===== src/rtl/tccc_pkg.sv =====
// shared types, codes and helpers of the text console cursor controller
package tccc_pkg;

    localparam logic [2:0] OP_INVERT      = 3'd0;
    localparam logic [2:0] OP_DRAW        = 3'd1;
    localparam logic [2:0] OP_SCROLL_UP   = 3'd2;
    localparam logic [2:0] OP_SCROLL_DOWN = 3'd3;
    localparam logic [2:0] OP_CLEAR       = 3'd4;
    localparam logic [2:0] OP_NONE        = 3'd5;

    localparam logic [6:0] CH_BACKSPACE = 7'o010;
    localparam logic [6:0] CH_LINE_FEED = 7'o012;
    localparam logic [6:0] CH_UP        = 7'o013;
    localparam logic [6:0] CH_RIGHT     = 7'o014;
    localparam logic [6:0] CH_RETURN    = 7'o015;
    localparam logic [6:0] CH_RSCROLL   = 7'o022;
    localparam logic [6:0] CH_DEL_LINE  = 7'o030;
    localparam logic [6:0] CH_CLEAR     = 7'o032;
    localparam logic [6:0] CH_SPACE     = 7'o040;

    localparam int CFG_IDX_W = 2;
    localparam logic [CFG_IDX_W-1:0] REG_COLUMNS        = 2'd0;
    localparam logic [CFG_IDX_W-1:0] REG_ROWS           = 2'd1;
    localparam logic [CFG_IDX_W-1:0] REG_SCREEN_PRESENT = 2'd2;

    localparam int QUEUE_DEPTH = 2;
    localparam int QUEUE_PTR_W = 1;
    localparam int QUEUE_CNT_W = 2;

    localparam int CMDS_PER_JOB = 4;
    localparam int CMD_IDX_W    = 2;

    typedef struct packed {
        logic [6:0] top;
        logic [6:0] glyph;
        logic [6:0] row;
        logic [7:0] col;
        logic [2:0] op;
    } cmd_t;

    typedef struct packed {
        logic [CMD_IDX_W-1:0]          last_idx;
        cmd_t [CMDS_PER_JOB-1:0]       cmd;
    } job_t;

    typedef struct packed {
        logic [7:0] columns;
        logic [6:0] rows;
        logic       screen_present;
    } cfg_t;

    function automatic cmd_t mk_cmd(logic [2:0] op, logic [7:0] col, logic [6:0] row,
                                    logic [6:0] glyph, logic [6:0] top);
        cmd_t c;
        c.op    = op;
        c.col   = col;
        c.row   = row;
        c.glyph = glyph;
        c.top   = top;
        return c;
    endfunction

endpackage


===== src/rtl/tccc_front.sv =====
// front end: decodes a character, moves the cursor and builds its command run
module tccc_front
    import tccc_pkg::*;
(
    input  logic       clk,
    input  logic       rst_n,
    input  cfg_t       cfg,
    input  logic       in_valid,
    input  logic [7:0] in_char,
    output logic       in_ready,
    input  logic       queue_full,
    output logic       push,
    output job_t       push_job
);

    logic [7:0] cursor_col_reg, cursor_col_next;
    logic [6:0] cursor_row_reg, cursor_row_next;

    logic [6:0] c;
    logic [7:0] ncols;
    logic [6:0] nrows;
    logic [8:0] col_inc;
    logic [7:0] row_inc;
    logic       ld_wrap;
    logic [6:0] ld_row;
    cmd_t       mid0, mid1, fin;
    logic [1:0] mid_n;

    assign in_ready = !queue_full;
    assign push     = in_valid && in_ready;

    assign c       = in_char[6:0];
    assign ncols   = (cfg.columns == 8'd0) ? 8'd1 : cfg.columns;
    assign nrows   = (cfg.rows == 7'd0) ? 7'd1 : cfg.rows;
    assign col_inc = {1'b0, cursor_col_reg} + 9'd1;
    assign row_inc = {1'b0, cursor_row_reg} + 8'd1;
    assign ld_wrap = row_inc >= {1'b0, nrows};
    assign ld_row  = ld_wrap ? (nrows - 7'd1) : row_inc[6:0];

    always_comb
    begin
        cursor_col_next = cursor_col_reg;
        cursor_row_next = cursor_row_reg;
        mid0  = '0;
        mid1  = '0;
        mid_n = 2'd0;
        unique case (c)
            CH_BACKSPACE:
            begin
                if (cursor_col_reg != 8'd0)
                    cursor_col_next = cursor_col_reg - 8'd1;
                mid0  = mk_cmd(OP_DRAW, cursor_col_next, cursor_row_reg, CH_SPACE, 7'd0);
                mid_n = 2'd1;
            end
            CH_RETURN:
            begin
                cursor_col_next = 8'd0;
            end
            CH_LINE_FEED:
            begin
                cursor_row_next = ld_row;
                mid0  = mk_cmd(OP_SCROLL_UP, 8'd0, 7'd0, 7'd0, 7'd0);
                mid_n = ld_wrap ? 2'd1 : 2'd0;
            end
            CH_UP:
            begin
                if (cursor_row_reg != 7'd0)
                    cursor_row_next = cursor_row_reg - 7'd1;
            end
            CH_RIGHT:
            begin
                if (col_inc < {1'b0, ncols})
                    cursor_col_next = col_inc[7:0];
            end
            CH_CLEAR:
            begin
                cursor_col_next = 8'd0;
                cursor_row_next = 7'd0;
                mid0  = mk_cmd(OP_CLEAR, 8'd0, 7'd0, 7'd0, 7'd0);
                mid1  = mk_cmd(OP_INVERT, 8'd0, 7'd0, 7'd0, 7'd0);
                mid_n = 2'd2;
            end
            CH_RSCROLL:
            begin
                if (cursor_row_reg != 7'd0)
                begin
                    cursor_row_next = cursor_row_reg - 7'd1;
                end
                else
                begin
                    mid0  = mk_cmd(OP_SCROLL_DOWN, 8'd0, 7'd0, 7'd0, 7'd0);
                    mid_n = 2'd1;
                end
            end
            CH_DEL_LINE:
            begin
                mid0  = mk_cmd(OP_SCROLL_UP, 8'd0, 7'd0, 7'd0, cursor_row_reg);
                mid_n = 2'd1;
            end
            default:
            begin
                mid0 = mk_cmd(OP_DRAW, cursor_col_reg, cursor_row_reg, c, 7'd0);
                mid1 = mk_cmd(OP_SCROLL_UP, 8'd0, 7'd0, 7'd0, 7'd0);
                if (col_inc >= {1'b0, ncols})
                begin
                    cursor_col_next = 8'd0;
                    cursor_row_next = ld_row;
                    mid_n = ld_wrap ? 2'd2 : 2'd1;
                end
                else
                begin
                    cursor_col_next = col_inc[7:0];
                    mid_n = 2'd1;
                end
            end
        endcase
    end

    assign fin = mk_cmd(OP_INVERT, cursor_col_next, cursor_row_next, 7'd0, 7'd0);

    always_comb
    begin
        push_job = '0;
        if (!cfg.screen_present)
        begin
            push_job.cmd[0]   = mk_cmd(OP_NONE, 8'd0, 7'd0, 7'd0, 7'd0);
            push_job.last_idx = '0;
        end
        else
        begin
            push_job.cmd[0] = mk_cmd(OP_INVERT, cursor_col_reg, cursor_row_reg, 7'd0, 7'd0);
            push_job.cmd[1] = (mid_n != 2'd0) ? mid0 : fin;
            push_job.cmd[2] = (mid_n == 2'd2) ? mid1 : fin;
            push_job.cmd[3] = fin;
            push_job.last_idx = mid_n + 2'd1;
        end
    end

    always_ff @(posedge clk or negedge rst_n)
    begin
        if (!rst_n)
        begin
            cursor_col_reg <= '0;
            cursor_row_reg <= '0;
        end
        else if (push && cfg.screen_present)
        begin
            cursor_col_reg <= cursor_col_next;
            cursor_row_reg <= cursor_row_next;
        end
    end

endmodule


===== src/rtl/tccc_queue.sv =====
// short job queue between the decoder and the command sequencer
module tccc_queue
    import tccc_pkg::*;
(
    input  logic clk,
    input  logic rst_n,
    input  logic push,
    input  job_t push_job,
    output logic full,
    output logic head_valid,
    output job_t head_job,
    input  logic pop
);

    job_t                   mem [QUEUE_DEPTH];
    logic [QUEUE_PTR_W-1:0] wr_ptr_reg, rd_ptr_reg;
    logic [QUEUE_CNT_W-1:0] count_reg, count_next;

    assign full       = count_reg == QUEUE_CNT_W'(QUEUE_DEPTH);
    assign head_valid = count_reg != '0;
    assign head_job   = mem[rd_ptr_reg];

    always_comb
    begin
        count_next = count_reg;
        if (push && !pop)
            count_next = count_reg + 1'b1;
        else if (pop && !push)
            count_next = count_reg - 1'b1;
    end

    always_ff @(posedge clk)
    begin
        if (push)
            mem[wr_ptr_reg] <= push_job;
    end

    always_ff @(posedge clk or negedge rst_n)
    begin
        if (!rst_n)
        begin
            wr_ptr_reg <= '0;
            rd_ptr_reg <= '0;
            count_reg  <= '0;
        end
        else
        begin
            if (push)
                wr_ptr_reg <= wr_ptr_reg + 1'b1;
            if (pop)
                rd_ptr_reg <= rd_ptr_reg + 1'b1;
            count_reg <= count_next;
        end
    end

endmodule


===== src/rtl/tccc_back.sv =====
// back end: steps through a queued run and issues one command per cycle while the output is not stalled
module tccc_back
    import tccc_pkg::*;
(
    input  logic        clk,
    input  logic        rst_n,
    input  logic        head_valid,
    input  job_t        head_job,
    output logic        pop,
    output logic        out_valid,
    input  logic        out_ready,
    output cmd_t        out_cmd,
    output logic        out_last
);

    logic [CMD_IDX_W-1:0] idx_reg;
    logic                 valid_reg;
    cmd_t                 cmd_reg;
    logic                 last_reg;
    logic                 load;
    logic                 at_last;

    assign load      = head_valid && (!valid_reg || out_ready);
    assign at_last   = idx_reg == head_job.last_idx;
    assign pop       = load && at_last;
    assign out_valid = valid_reg;
    assign out_cmd   = cmd_reg;
    assign out_last  = last_reg;

    always_ff @(posedge clk or negedge rst_n)
    begin
        if (!rst_n)
        begin
            idx_reg   <= '0;
            valid_reg <= 1'b0;
        end
        else
        begin
            if (load)
            begin
                valid_reg <= 1'b1;
                idx_reg   <= at_last ? '0 : idx_reg + 1'b1;
            end
            else if (out_ready)
            begin
                valid_reg <= 1'b0;
            end
        end
    end

    always_ff @(posedge clk)
    begin
        if (load)
        begin
            cmd_reg  <= head_job.cmd[idx_reg];
            last_reg <= at_last;
        end
    end

endmodule


===== src/rtl/text_console_cursor_controller.sv =====
// top level of the text console cursor controller
//
// usage: each request on the s_axis side carries one character byte (bit 7
// is ignored). for each character the block emits a run of one to four
// display commands on the m_axis side, tlast marking the final one. a run is
// normally invert old cursor cell, the character's own commands, invert new
// cursor cell; with no screen present the run is a single no-op command.
// configuration (columns, rows, screen_present) is to be written by the user through cfg_we,
// cfg_index and cfg_wdata only while the block is idle; the block itself does not enforce
// this. other indexes are ignored. an accepted character is written into the queue, and
// its first command is then loaded from the queue head into the output register.
// throughput: one command per cycle while m_axis is ready, set by the sequencer that
// issues a run from the two-entry queue; the decoder takes a character per cycle while
// the queue has room.
// a stalled m_axis holds its command in the output register; the queue then
// fills and s_axis_tready drops.
// reset clears the cursor to (0,0), empties the queue and restores
// columns 80, rows 25, no screen.
module text_console_cursor_controller
    import tccc_pkg::*;
(
    input  logic                 clk,
    input  logic                 rst_n,
    input  logic                 s_axis_tvalid,
    output logic                 s_axis_tready,
    input  logic [7:0]           s_axis_tdata,   // char_in[7:0]
    output logic                 m_axis_tvalid,
    input  logic                 m_axis_tready,
    output logic [31:0]          m_axis_tdata,   // op[2:0] cell_col[10:3] cell_row[17:11]
                                                 // glyph[24:18] region_top[31:25]
    output logic                 m_axis_tlast,
    input  logic                 cfg_we,
    input  logic [CFG_IDX_W-1:0] cfg_index,
    input  logic [7:0]           cfg_wdata
);

    cfg_t cfg_reg;
    logic queue_full;
    logic push;
    job_t push_job;
    logic head_valid;
    job_t head_job;
    logic pop;
    cmd_t out_cmd;

    always_ff @(posedge clk or negedge rst_n)
    begin
        if (!rst_n)
        begin
            cfg_reg.columns        <= 8'd80;
            cfg_reg.rows           <= 7'd25;
            cfg_reg.screen_present <= 1'b0;
        end
        else if (cfg_we)
        begin
            unique case (cfg_index)
                REG_COLUMNS:        cfg_reg.columns        <= cfg_wdata;
                REG_ROWS:           cfg_reg.rows           <= cfg_wdata[6:0];
                REG_SCREEN_PRESENT: cfg_reg.screen_present <= cfg_wdata[0];
                default:            ;
            endcase
        end
    end

    tccc_front u_front
    (
        .clk        (clk),
        .rst_n      (rst_n),
        .cfg        (cfg_reg),
        .in_valid   (s_axis_tvalid),
        .in_char    (s_axis_tdata),
        .in_ready   (s_axis_tready),
        .queue_full (queue_full),
        .push       (push),
        .push_job   (push_job)
    );

    tccc_queue u_queue
    (
        .clk        (clk),
        .rst_n      (rst_n),
        .push       (push),
        .push_job   (push_job),
        .full       (queue_full),
        .head_valid (head_valid),
        .head_job   (head_job),
        .pop        (pop)
    );

    tccc_back u_back
    (
        .clk        (clk),
        .rst_n      (rst_n),
        .head_valid (head_valid),
        .head_job   (head_job),
        .pop        (pop),
        .out_valid  (m_axis_tvalid),
        .out_ready  (m_axis_tready),
        .out_cmd    (out_cmd),
        .out_last   (m_axis_tlast)
    );

    assign m_axis_tdata = {out_cmd.top, out_cmd.glyph, out_cmd.row, out_cmd.col, out_cmd.op};

    // a no-op command is always a run of its own
    assert property (@(posedge clk) disable iff (!rst_n)
        (m_axis_tvalid && out_cmd.op == OP_NONE) |-> m_axis_tlast)
        else $error("no-op command not marked last");

    // a clear is never the last command of its run (it is followed by two inverts)
    assert property (@(posedge clk) disable iff (!rst_n)
        (m_axis_tvalid && out_cmd.op == OP_CLEAR) |-> !m_axis_tlast)
        else $error("clear command marked last");

    // only defined opcodes leave the block
    assert property (@(posedge clk) disable iff (!rst_n)
        m_axis_tvalid |-> (out_cmd.op <= OP_NONE))
        else $error("undefined opcode issued");

    // a run is only popped when its head is present, and no push into a full queue comes with a pop
    assert property (@(posedge clk) disable iff (!rst_n)
        pop |-> head_valid && !(push && queue_full))
        else $error("queue pop or push out of order");

endmodule

===== config.mk =====
export PLATFORM = sky130hd
export DESIGN_NAME = text_console_cursor_controller
export DESIGN_NICKNAME = d
export VERILOG_FILES = /design/src/rtl/tccc_pkg.sv /design/src/rtl/tccc_front.sv /design/src/rtl/tccc_queue.sv /design/src/rtl/tccc_back.sv /design/src/rtl/text_console_cursor_controller.sv
export SDC_FILE = /design/constraint.sdc
export NUM_CORES = 1
export LEC_CHECK = 0
export BUFFER_PORTS_ARGS = -buffer_cell sky130_fd_sc_hd__buf_2
export CAP_MARGIN = 20
export CORE_MARGIN = 5
export CORE_UTILIZATION = 41
export CTS_CLUSTER_DIAMETER = 60
export DETAILED_ROUTE_END_ITERATION = 10
export GPL_ROUTABILITY_DRIVEN = 0
export PLACE_DENSITY = 0.58
export SLEW_MARGIN = 20
export SYNTH_ARGS = -nofsm -noshare
export SYNTH_HDL_FRONTEND = slang
export SYNTH_SLANG_ARGS = --single-unit

===== constraint.sdc =====
create_clock -name clk -period 5 [get_ports clk]
set_clock_uncertainty 0.05 [all_clocks]
set_input_delay 1.25 -clock clk [delete_from_list [all_inputs] [get_ports clk]]
set_output_delay 1.25 -clock clk [all_outputs]
set_load 0.1 [all_outputs]

# Word-level counts from Yosys, hierarchy flattened
# Memories as Yosys holds them, arrays and structs flattened.
# Index checks and enable logic that the tools add are counted.
# op_classes
add_sub_neg,11
n_lt_le_gt_ge,4
n_eq_ne,13
n_mux,32
reduce_logical,30
# op_table
operator,count
32-bit one-hot mux with 6 select lines,1
82-bit 2-to-1 mux,1
32-bit binary-select mux with 2-bit select,1
32-bit 2-to-1 mux,2
18-bit 2-to-1 mux,2
"7-bit by 4-bit == test with 1-bit output, second input constant",5
8-bit 2-to-1 mux,4
8-bit one-hot mux with 4 select lines,1
7-bit 2-to-1 mux,4
7-bit one-hot mux with 4 select lines,1
"7-bit by 5-bit == test with 1-bit output, second input constant",3
2-bit 2-to-1 mux,8
"7-bit by 1-bit subtractor with 7-bit output, second input constant",2
2-bit one-hot mux with 5 select lines,1
"8-bit by 1-bit adder with 9-bit output, second input constant",1
9-bit by 8-bit >= comparator with 1-bit output,1
9-bit by 8-bit less-than comparator with 1-bit output,1
"7-bit by 1-bit adder with 8-bit output, second input constant",1
8-bit by 7-bit >= comparator with 1-bit output,1
8-bit zero test,1
2-bit nonzero test,4
8-bit nonzero test,1
4-bit OR reduction,2
8-bit OR reduction,1
18 further kinds,40
# totals
reg_bits,71
ram_bits,204
input_bits,23
out_inout_bits,35
word_cells,107
n_memories,1
# memory_table
memory,depth,word_bits,rd,rd_clocked_by_memory_dff,write_ports,line,rtl
u_queue.mem,2,102,1,0,1,tccc_queue.sv:15,job_t mem [QUEUE_DEPTH];

# Depth between registers and ports, before layout
# Gate-level depths: netlist of the first run.
# logic_depth
depth_word,9
depth_mapped,18
depth_no_buf,18

# Hierarchy
# From an unflattened synthesis of the first run, not the netlist that was laid out.
# unflattened
cells_unflattened,1105
area_unflattened_um2,16258.1
# modules_own_cells
module,instances,cells_per_inst,area_per_inst_um2,seq_area_each_um2
tccc_queue,1,421,9945.8,7907.6
tccc_front,1,558,3706.1,375.4
tccc_back,1,91,1981.9,1066.0
text_console_cursor_controller,1,35,624.3,406.6

# Worst setup path before layout of the first run
# Ideal clock, no wire load.
# synth_timing
path_kind,register -> register
start,reg u_queue.count_reg[0]
end,"mem u_queue.mem[0][100] (netlist bit), enable pin"
arrival_time_ns,5.167
required_time_ns,4.419
setup_slack_ns,-0.747
path_stages_with_launch,4
period_less_slack_ns,5.747
path_cell_list,dfrtp_1 -> nand2b_1 -> and2_0 -> nor2b_1
# synth_via
elab_chain_len,5
# synth_rtl
element,line,rtl
start: declaration,tccc_queue.sv:17,"logic [QUEUE_CNT_W-1:0] count_reg, count_next;"
start signal: assignment,tccc_queue.sv:52,count_reg <= count_next;
2-bit == test,tccc_queue.sv:19,assign full = count_reg == QUEUE_CNT_W'(QUEUE_DEPTH);
1-bit zero test,tccc_front.sv:29,assign in_ready = !queue_full;
named net s_axis_tready,text_console_cursor_controller.sv:25,"output logic s_axis_tready,"
1-bit logical AND,tccc_front.sv:30,assign push = in_valid && in_ready;
named net push,text_console_cursor_controller.sv:39,logic push;
1-bit 2-to-1 mux,tccc_queue.sv:34,if (push)
1-bit 2-to-1 mux (implied by the code),tccc_queue.sv:35,mem[wr_ptr_reg] <= push_job;
end: declaration,tccc_queue.sv:15,
# The timed path passes the listed nets, and every way through them passes these cells.

==> results.json, run 1 <==
{
  "status": "complete, no violations",
  "cts.htree.levels": 1,
  "fmax_mhz": 220,
  "post-route-period-util": 0.909,
  "hpwl_um": 17500,
  "setup_tns_ns": 0,
  "pwr-share-clk": 0.217,
  "first_pass_iters": 5,
  "critPathKind": "reg2reg",
  "maxCapViolCount": 0,
  "fin_cells": 1338,
  "drive_gt1_frac": 0.234,
  "grt-ovfl-total": 0,
  "drt_wl_total_um": 25500,
  "drc": 0,
  "synthTopCellsByArea": "edfxtp_1, dfrtp_1, mux4_2",
  "drv_slew": 0,
  "setup_viol": 0,
  "grt_pass1_wl_um": 40300,
  "synth.most_common_cell": "edfxtp_1",
  "crit_arrival_ns": 4.78,
  "p_leak_nw": 4.91,
  "max_slew_margin": 0.328,
  "ys_warn_count": 0,
  "drt_iter0_drc": 578,
  "reg2reg_to": "u_queue.mem[1][47]$_DFFE_PP_",
  "reg2reg_slack_ns": 0.46,
  "synth_top_cell_by_area": "edfxtp_1",
  "hold_path_startpoint": "cfg_reg[8]$_DFFE_PN0P_",
  "cts_resized": 0,
  "synth_area_um2": 11400,
  "synthCells": 872,
  "multi_input_area_um2": 4300,
  "seq_area_um2": 6820,
  "antenna_cells": 0,
  "synth_cell_types": 89,
  "cpPeakStageDelay_ns": 0.45,
  "yosysTopAreaCellShare": 0.512,
  "rsz0062_at_grt": "false",
  "synth-xor-area-share": 0.0161,
  "yosys-mux-area-fraction": 0.109,
  "io_pins": 58,
  "coreArea_um2": 27600,
  "slowest_stage": "a2111oi_2",
  "synth_seq_area_share": 0.596,
  "cpMostUsedCell": "ha_1",
  "clk_path_buf_depth": 3,
  "ys.flop_type": "edfxtp_1",
  "dp_cells": 1285,
  "synth_top_family_by_area": "simple AND/OR/NAND/NOR gates",
  "power.share.switching": 0.413,
  "worstSetupEndpointType": "flop",
  "vias": 7227,
  "p_comb_frac": 0.425,
  "worstPathMaxFanout": 9,
  "path_cells": "ha_1, and3_1, and2_1, nand2_1, xnor2_1, ha_1, nand4_1, or2_2, and2_4, nand2_4, a21oi_1, a2111oi_2, ha_1, clkinv_1, nand2_1, nor3_1, and2_1",
  "num-fill-cells": 2520,
  "port_buffers": 56,
  "power_w": 0.00895,
  "grt-busiest-layer": "met2",
  "grt_max_degree": 70,
  "pwr-share-seq": 0.358,
  "worstReg2RegStart": "u_front.cursor_col_reg[1]$_DFFE_PN0P_",
  "tightest_slew_ns": 1.01,
  "peakVddDrop_mv": 0.337,
  "row_count": 61,
  "r2r_cells": 17,
  "intPower_w": 0.00525,
  "area_growth_pct": 15.0,
  "root_buffer": "clkbuf_16",
  "synthSimpleGateAreaFrac": 0.126,
  "hold_path_class": "reg2reg",
  "largest_reg_flops": 162,
  "synth_edf_count": 195,
  "holdPathEnd": "cfg_reg[8]$_DFFE_PN0P_",
  "cts_hold_buf": 0,
  "antenna_found_initial": 0,
  "min_path_cells": 1,
  "path_clk_slew_ns": 0.06,
  "netlist_top_cells_count": "edfxtp_1, nor2_1, nand2_1, dfrtp_1",
  "cts_tree": "built",
  "cp-start-kind": "flop",
  "grtUsageMet2": 0.256,
  "grtUsageMet1": 0.240,
  "power_switching_w": 0.00370,
  "die_y_um": 177,
  "cp-startpoint": "u_front.cursor_col_reg[1]$_DFFE_PN0P_",
  "period_needed_ns": 4.54,
  "die_area_um2": 31300,
  "synth_area_per_cell_um2": 13.1,
  "nets": 986,
  "die_w_um": 177,
  "final_util": 0.476,
  "drtAntennaViolNets": 0,
  "synthAdderAreaFrac": 0.0274,
  "hold_viol": 0,
  "grt_usage": 0.162,
  "wl_per_cell_um": 19.1,
  "synth_fp_nets": 920,
  "powerDensity_nw_per_um2": 681,
  "clock-sinks": 233,
  "met3_usage": 0.0222,
  "dpl_cell_area_um2": 12200,
  "cts_buffers": 28,
  "grt_pass1_vias": 7088,
  "cts_setup_buffers": 0,
  "initial_core_util": 0.414,
  "required_ns": 5.24,
  "vias_per_cell": 5.40,
  "ys_ff_latch": 233,
  "synth_compound_area_frac": 0.0965,
  "fin_area_um2": 13100,
  "clock_latency_ns": 0.54,
  "async_flop_share": 0.163
}
-- worst max-delay path, delay by kind of cell (launching register included) --
kind	cells	cell delay (ns)
adders and majority gates	3	0.82
and+or+nand+nor	10	1.94
AOI/OAI and AO/OA	2	0.55
DFF	1	0.40
xor gates and xnor gates	1	0.18
buffers and inverters	1	0.34
-- cell type report --
type | instances | area share
multi-input cells | 560 | 0.327
inverters | 31 | 0.00885
repair buffers | 84 | 0.0398
clock inverters | 22 | 0.0160
flip-flops and latches | 233 | 0.519
clock buffers | 30 | 0.0539
well taps | 378 | 0.0360
-- per-layer routing --
metal	part of all wire	wire (µm)	vias up
li1	-	-	3439
met1	0.47	12000	3582
met2	0.46	11800	175
met3	0.045	1160	31
met4	0.020	502	0
met5	0	0	-
-- power by group through the flow --
stage	logic (W)	clock network, W	registers [W]
finish	0.00380	0.00195	0.00321
global route	0.00407	0.00209	0.00326
CTS	0.00372	0.00200	0.00330
detailed placement	0.00371	0	0.00334
global placement	0.00369	0	0.00332
floorplan	0.00202	0	0.00413
-- metrics by stage --
stage / setup WS (ns) / hold slack, ns
6_report: 0.457 / 0.461
5_1_grt: 0.0639 / 0.478
4_1_cts: 0.439 / 0.462
3_5_place_dp: 0.464 / 0.442
3_3_place_gp: 0.506 / 0.442
2_1_floorplan: 0.800 / 0.424
-- worst max-delay path by stage --
stage | endpoint | slack [ns]
2_1_floorplan | u_queue.mem[0][100]$_DFFE_PP_ | 0.80
4_1_cts | u_queue.mem[0][47]$_DFFE_PP_ | 0.44
3_5_place_dp | u_queue.mem[1][47]$_DFFE_PP_ | 0.46
6_report | u_queue.mem[1][47]$_DFFE_PP_ | 0.46
5_1_grt | u_queue.mem[1][47]$_DFFE_PP_ | 0.06
3_3_place_gp | u_queue.mem[0][47]$_DFFE_PP_ | 0.51
-- cell usage in the layout (no fill, tap or decap), types with 6 or more instances in the layout --
cell,count
o21ai_1,17
nand2_1,59
nor3_1,14
nor2b_1,6
a31oi_1,8
clkbuf_16,28
inv_1,29
mux2i_1,23
nand2b_1,10
clkinv_1,7
o21ai_0,26
o32ai_1,7
a21oi_1,30
mux2_2,30
xnor2_1,13
xor2_1,8
buf_4,26
buf_2,56
a211oi_1,7
edfxtp_1,195
and3_1,16
nor2_1,83
nor4_1,7
dfrtp_1,32
and2_1,18
mux4_2,30
ha_1,25
nand3_1,20
clkinv_2,8
-- kinds of logic after synthesis --
group,Yosys count
buffers and inverters,79
xor gates and xnor gates,21
muxes,83
AOI/OAI and AO/OA,155
DFF,233
adders and majority gates,25
and+or+nand+nor,276
No activity file was read; power rests on OpenSTA's default activity.
==> run 2, diff against run 1 <==
--- a/config.mk
+++ b/config.mk
@@ -16,4 +16,5 @@
 export SLEW_MARGIN = 20
 export SYNTH_ARGS = -nofsm -noshare
 export SYNTH_HDL_FRONTEND = slang
+export SYNTH_HIERARCHICAL = 1
 export SYNTH_SLANG_ARGS = --single-unit
==> run 2 against run 1 <==
Effect of this change: via count rose by 24%; area after synthesis rose by 42%; global-route usage fell by 1.5 points; fmax rose by 0.82%; synthesized cell count rose by 27%; design area rose by 38%; register-to-register slack improved by 0.04 ns; utilization fell by 1.4 points; critical path depth fell by 2; sequential cell count rose by 98; worst hold slack got worse by 0.020 ns; first-iteration DRC count rose by 11%; critical endpoint is now u_queue/mem[1][48]$_DFFE_PP_; largest cell class unchanged; highest routed layer is now met5.
==> results.json, run 2 <==
{
  "area_growth_pct": 12.0,
  "clk_path_buf_depth": 3,
  "synthCells": 1105,
  "largest_reg_flops": 260,
  "netlist_top_cells_count": "edfxtp_1, mux2_4, nor2_1, mux2_2, buf_4",
  "worstPathMaxFanout": 6,
  "grt_usage": 0.147,
  "cp-start-kind": "flop",
  "drv_slew": 0,
  "vias_per_cell": 5.20,
  "clock-sinks": 331,
  "fin_hold_ws_ns": 0.441,
  "cp-startpoint": "cfg_reg[3]$_DFFE_PN0P_",
  "crit_arrival_ns": 4.75,
  "period_needed_ns": 4.51,
  "initial_core_util": 0.412,
  "synth_area_um2": 16300,
  "synth_cell_types": 82,
  "cts_resized": 0,
  "max_slew_margin": 0.416,
  "nets": 1220,
  "vias": 8996,
  "hold_path_startpoint": "u_queue/count_reg[1]$_DFFE_PN0P_",
  "synth_area_per_cell_um2": 14.7,
  "hpwl_um": 20900,
  "synth.most_common_cell": "edfxtp_1",
  "die_y_um": 209,
  "grt_max_degree": 85,
  "yosysTopAreaCellShare": 0.541,
  "synthTopCellsByArea": "edfxtp_1, mux2_4, dfrtp_1",
  "peakVddDrop_mv": 0.288,
  "first_pass_iters": 5,
  "setup_tns_ns": 0,
  "status": "complete, no violations",
  "hold_viol": 0,
  "fmax_mhz": 222,
  "maxCapViolCount": 0,
  "synth_edf_count": 293,
  "layout.cells.most_common": "edfxtp_1",
  "worstReg2RegStart": "cfg_reg[3]$_DFFE_PN0P_",
  "die_w_um": 209,
  "drive_gt1_frac": 0.295,
  "powerDensity_nw_per_um2": 647,
  "required_ns": 5.24,
  "reg2reg_slack_ns": 0.49,
  "ys_ff_latch": 331,
  "p_leak_nw": 6.88,
  "synth_compound_area_frac": 0.0688,
  "tightest_slew_ns": 0.876,
  "clock_latency_ns": 0.55,
  "coreArea_um2": 39500,
  "ys.flop_type": "edfxtp_1",
  "rsz0062_at_grt": "false",
  "root_buffer": "clkbuf_16",
  "synthAdderAreaFrac": 0.0192,
  "critPathKind": "reg2reg",
  "layout_common_cells": "edfxtp_1, mux2_4, nor2_1, mux2_2, buf_2",
  "ys_warn_count": 6,
  "grt_pass1_vias": 9087,
  "cts_hold_buf": 0,
  "drt_wl_total_um": 32000,
  "die_area_um2": 43700,
  "synth_seq_area_share": 0.600,
  "wl_per_cell_um": 18.5,
  "worstSetupEndpointType": "flop",
  "setup_viol": 0,
  "cts.htree.levels": 2,
  "grt_pass1_wl_um": 51100,
  "cts_setup_buffers": 0,
  "grt-ovfl-total": 0,
  "port_buffers": 56,
  "hold_path_class": "reg2reg",
  "row_count": 73,
  "synth-xor-area-share": 0.0119,
  "synth_top_cell_by_area": "edfxtp_1",
  "drtAntennaViolNets": 0,
  "path_clk_slew_ns": 0.06,
  "io_pins": 58,
  "post-route-period-util": 0.901,
  "drt_iter0_drc": 643,
  "yosys-mux-area-fraction": 0.170,
  "cts_tree": "built",
  "synth_top_family_by_area": "multiplexers",
  "drc": 0,
  "cts_buffers": 40,
  "synthSimpleGateAreaFrac": 0.0771,
  "async_flop_share": 0.115,
  "antenna_found_initial": 5
}
## run 2: cell count changes after synthesis, sizes merged, moves of 7 or more
| cell | previous run | this run |
|---|---|---|
| o32ai | 7 | 0 |
| nand2 | 62 | 46 |
| edfxtp | 195 | 293 |
| mux2i | 23 | 3 |
| nor3 | 15 | 23 |
| buf | 20 | 81 |
| xor2 | 8 | 17 |
| mux2 | 30 | 147 |
| xnor2 | 13 | 5 |
| nor2 | 83 | 74 |
## run 2: layout make-up
| class | instances | area, µm² |
|---|---|---|
| fillers | 3523 | 21300 |
| flip-flops and latches | 331 | 9760 |
| repair buffers | 86 | 568 |
| multi-input cells | 684 | 5830 |
| clock inverters | 21 | 204 |
| well taps | 525 | 657 |
| clock buffers | 50 | 1070 |
| inverters | 29 | 109 |
| diodes | 3 | 7.51 |
## run 2: path summary, 6_finish.rpt
check | end | depth (start not counted)
setup / recovery | u_queue/mem[1][48]$_DFFE_PP_ | 15
max in group asynchronous | u_queue/rd_ptr_reg$_DFFE_PN0P_ | 2
setup reg to reg | u_queue/mem[1][48]$_DFFE_PP_ | 15
hold / removal | u_queue/count_reg[1]$_DFFE_PN0P_ | 1
hold reg to reg | u_queue/count_reg[1]$_DFFE_PN0P_ | 1
min in group asynchronous | cfg_reg[15]$_DFFE_PN0P_ | 1
## run 2: power by group
| part | switching, W | internal (W) |
|---|---|---|
| clock network | 0.00113 | 0.00164 |
| registers | 0.000382 | 0.00404 |
| logic | 0.00286 | 0.00172 |
## run 2: per-stage QoR
step	util	cell area, µm²	setup slack (ns)	total power [W]	instances
finish	0.461	18200	0.494	0.0118	1729
global route	0.461	18200	0.144	0.0124	1728
CTS	0.461	18200	0.533	0.0119	1726
detailed placement	0.429	16900	0.557	0.00912	1655
global placement	0.429	16900	0.653	0.00906	1655
floorplan	-	16400	0.722	0.00823	1152
## run 2: cell families (layout without fill, tap and decap cells)
family,after synthesis,count (layout)
other,1,51
AND/OR/NAND/NOR,245,245
buffers and inverters,137,186
XOR/XNOR,22,22
AO/OA/AOI/OAI,162,162
adder cells (fa/ha/maj),25,25
flip-flops,331,331
multiplexers,182,182
## run 2: worst max-delay path, cell delays in order (launching register included)
cell and delay, ns:
dfrtp_1 0.41, nor3_1 0.38, a41o_1 0.33, ha_1 0.25
nand2b_1 0.13, a2111oi_0 0.49, nor3_1 0.20, nor2_1 0.42
o211ai_1 0.16, a21oi_1 0.26, ha_1 0.22, inv_1 0.11
nand2_1 0.14, nor2_1 0.13, o21a_1 0.21, a311o_1 0.34
## run 2: routing by layer
| metal | wire [µm] | track usage | up-vias |
|---|---|---|---|
| met3 | 2010 | 0.0333 | 61 |
| met4 | 799 | 0.0473 | 6 |
| met1 | 14100 | 0.203 | 4427 |
| li1 | - | - | 4269 |
| met2 | 15000 | 0.233 | 233 |
| met5 | 26 | 0 | - |
==> run 3, diff against run 2 <==
--- a/config.mk
+++ b/config.mk
@@ -7,12 +7,13 @@
 export LEC_CHECK = 0
 export BUFFER_PORTS_ARGS = -buffer_cell sky130_fd_sc_hd__buf_2
 export CAP_MARGIN = 20
-export CORE_MARGIN = 5
+export CELL_PAD_IN_SITES_DETAIL_PLACEMENT = 0
+export CELL_PAD_IN_SITES_GLOBAL_PLACEMENT = 1
 export CORE_UTILIZATION = 41
 export CTS_CLUSTER_DIAMETER = 60
 export DETAILED_ROUTE_END_ITERATION = 10
 export GPL_ROUTABILITY_DRIVEN = 0
-export PLACE_DENSITY = 0.58
+export PLACE_DENSITY = 0.66
 export SLEW_MARGIN = 20
 export SYNTH_ARGS = -nofsm -noshare
 export SYNTH_HDL_FRONTEND = slang
==> run 3 against run 2 <==
Effect of this change: first-iteration DRC count fell by 21%; fmax rose by 2.5%; total power fell by 0.15%; sequential cell count did not move; design area fell by 0.27%; global-route usage rose by 2.0 points; combinational power barely moved; worst setup slack improved by 0.11 ns; sequential power barely moved.
==> results.json, run 3 (synthesis gave the netlist of run 2 again) <==
{
  "row_count": 72,
  "grt_pass1_wl_um": 52200,
  "setup_tns_ns": 0,
  "fmax_mhz": 228,
  "area_growth_pct": 11.7,
  "root_buffer": "clkbuf_16",
  "maxCapViolCount": 0,
  "critPathKind": "reg2reg",
  "tightest_slew_ns": 0.902,
  "fin_area_um2": 18200,
  "cts.htree.levels": 2,
  "die_w_um": 201,
  "worstSetupEndpointType": "flop",
  "post-route-period-util": 0.879,
  "grt_pass1_vias": 9044,
  "port_buffers": 56,
  "clk_path_buf_depth": 3,
  "first_pass_iters": 5,
  "drtAntennaViolNets": 0,
  "dpl_cell_area_um2": 16900,
  "drc": 0,
  "worstPathMaxFanout": 5,
  "cts_buffers": 40,
  "reg2reg_slack_ns": 0.61,
  "cts_resized": 0,
  "drt_iter0_drc": 511,
  "coreArea_um2": 38900,
  "path_clk_slew_ns": 0.05,
  "grt_usage": 0.167,
  "wl_per_cell_um": 19.2,
  "hold_path_class": "reg2reg",
  "nets": 1221,
  "hold_viol": 0,
  "vias": 9014,
  "setup_viol": 0,
  "period_needed_ns": 4.39,
  "cts_setup_buffers": 0,
  "p_leak_nw": 6.87,
  "io_pins": 58,
  "layout.cells.most_common": "edfxtp_1",
  "peakVddDrop_mv": 0.392,
  "cts_hold_buf": 0,
  "fin_hold_ws_ns": 0.431,
  "drt_wl_total_um": 33000,
  "antenna_cells": 0,
  "crit_arrival_ns": 4.63,
  "clock-sinks": 331,
  "powerDensity_nw_per_um2": 648,
  "final_util": 0.466,
  "antenna_found_initial": 0,
  "num-fill-cells": 3442,
  "power_w": 0.0118,
  "layout_common_cells": "edfxtp_1, mux2_4, nor2_1, mux2_2, buf_2",
  "drive_gt1_frac": 0.292,
  "max_slew_margin": 0.397,
  "grt_max_degree": 109,
  "cts_tree": "built",
  "hpwl_um": 21500,
  "vias_per_cell": 5.23,
  "rsz0062_at_grt": "false",
  "cp-start-kind": "flop",
  "initial_core_util": 0.418,
  "drv_slew": 0,
  "largest_reg_flops": 260,
  "die_area_um2": 40500,
  "grt-ovfl-total": 0,
  "status": "complete, no violations",
  "die_y_um": 201,
  "clock_latency_ns": 0.56,
  "required_ns": 5.24
}
==> run 3: worst paths after layout <==
check,to,cells after the start,startpoint
min in group asynchronous,u_front/cursor_col_reg[7]$_DFFE_PN0P_,2,rst_n
max in group asynchronous,u_queue/rd_ptr_reg$_DFFE_PN0P_,2,rst_n
setup reg to reg,u_queue/mem[1][48]$_DFFE_PP_,15,cfg_reg[3]$_DFFE_PN0P_
hold / removal,u_queue/count_reg[1]$_DFFE_PN0P_,1,u_queue/count_reg[1]$_DFFE_PN0P_
setup / recovery,u_queue/mem[1][48]$_DFFE_PP_,15,cfg_reg[3]$_DFFE_PN0P_
hold reg to reg,u_queue/count_reg[1]$_DFFE_PN0P_,1,u_queue/count_reg[1]$_DFFE_PN0P_
==> run 3: report_power, final <==
part	switching, W	internal, W	total, W
registers	0.000394	0.00405	0.00444
logic	0.00286	0.00169	0.00456
clock network	0.00114	0.00161	0.00276
total	0.00440	0.00736	0.0118
==> run 3: metal layers <==
metal | wire, µm | up-vias | global-route usage | part of all wire
met2 | 15000 | 176 | 0.257 | 0.45
met5 | 0 | - | 0 | 0
met4 | 769 | 0 | 0.0556 | 0.023
met1 | 15600 | 4507 | 0.236 | 0.47
li1 | - | 4276 | - | -
met3 | 1660 | 55 | 0.0322 | 0.050
==> run 3: area by class of cell <==
cell class / instances / area, µm² / area share
well taps: 518 / 648 / 0.0357
repair buffers: 87 / 551 / 0.0303
flip-flops and latches: 331 / 9760 / 0.538
multi-input cells: 684 / 5830 / 0.321
clock inverters: 23 / 209 / 0.0115
clock buffers: 50 / 1050 / 0.0578
inverters: 29 / 109 / 0.00600
==> run 3: per-stage QoR <==
step                      setup slack (ns)  cells
after floorplan                      0.722   1152
after global placement               0.651   1649
final                                0.605   1722
after detailed placement             0.650   1649
after global routing                 0.179   1722
after CTS                            0.644   1722
==> run 3: worst max-delay path, stage by stage (launching register included) <==
cell and delay, ns:
dfrtp_1 0.41, nor3_1 0.39, a41o_1 0.34, ha_1 0.26
nand2b_1 0.14, a2111oi_0 0.50, nor3_1 0.21, nor2_1 0.24
o211ai_1 0.12, a21oi_1 0.26, ha_1 0.32, inv_1 0.12
nand2_1 0.13, nor2_1 0.12, o21a_1 0.20, a311o_1 0.33
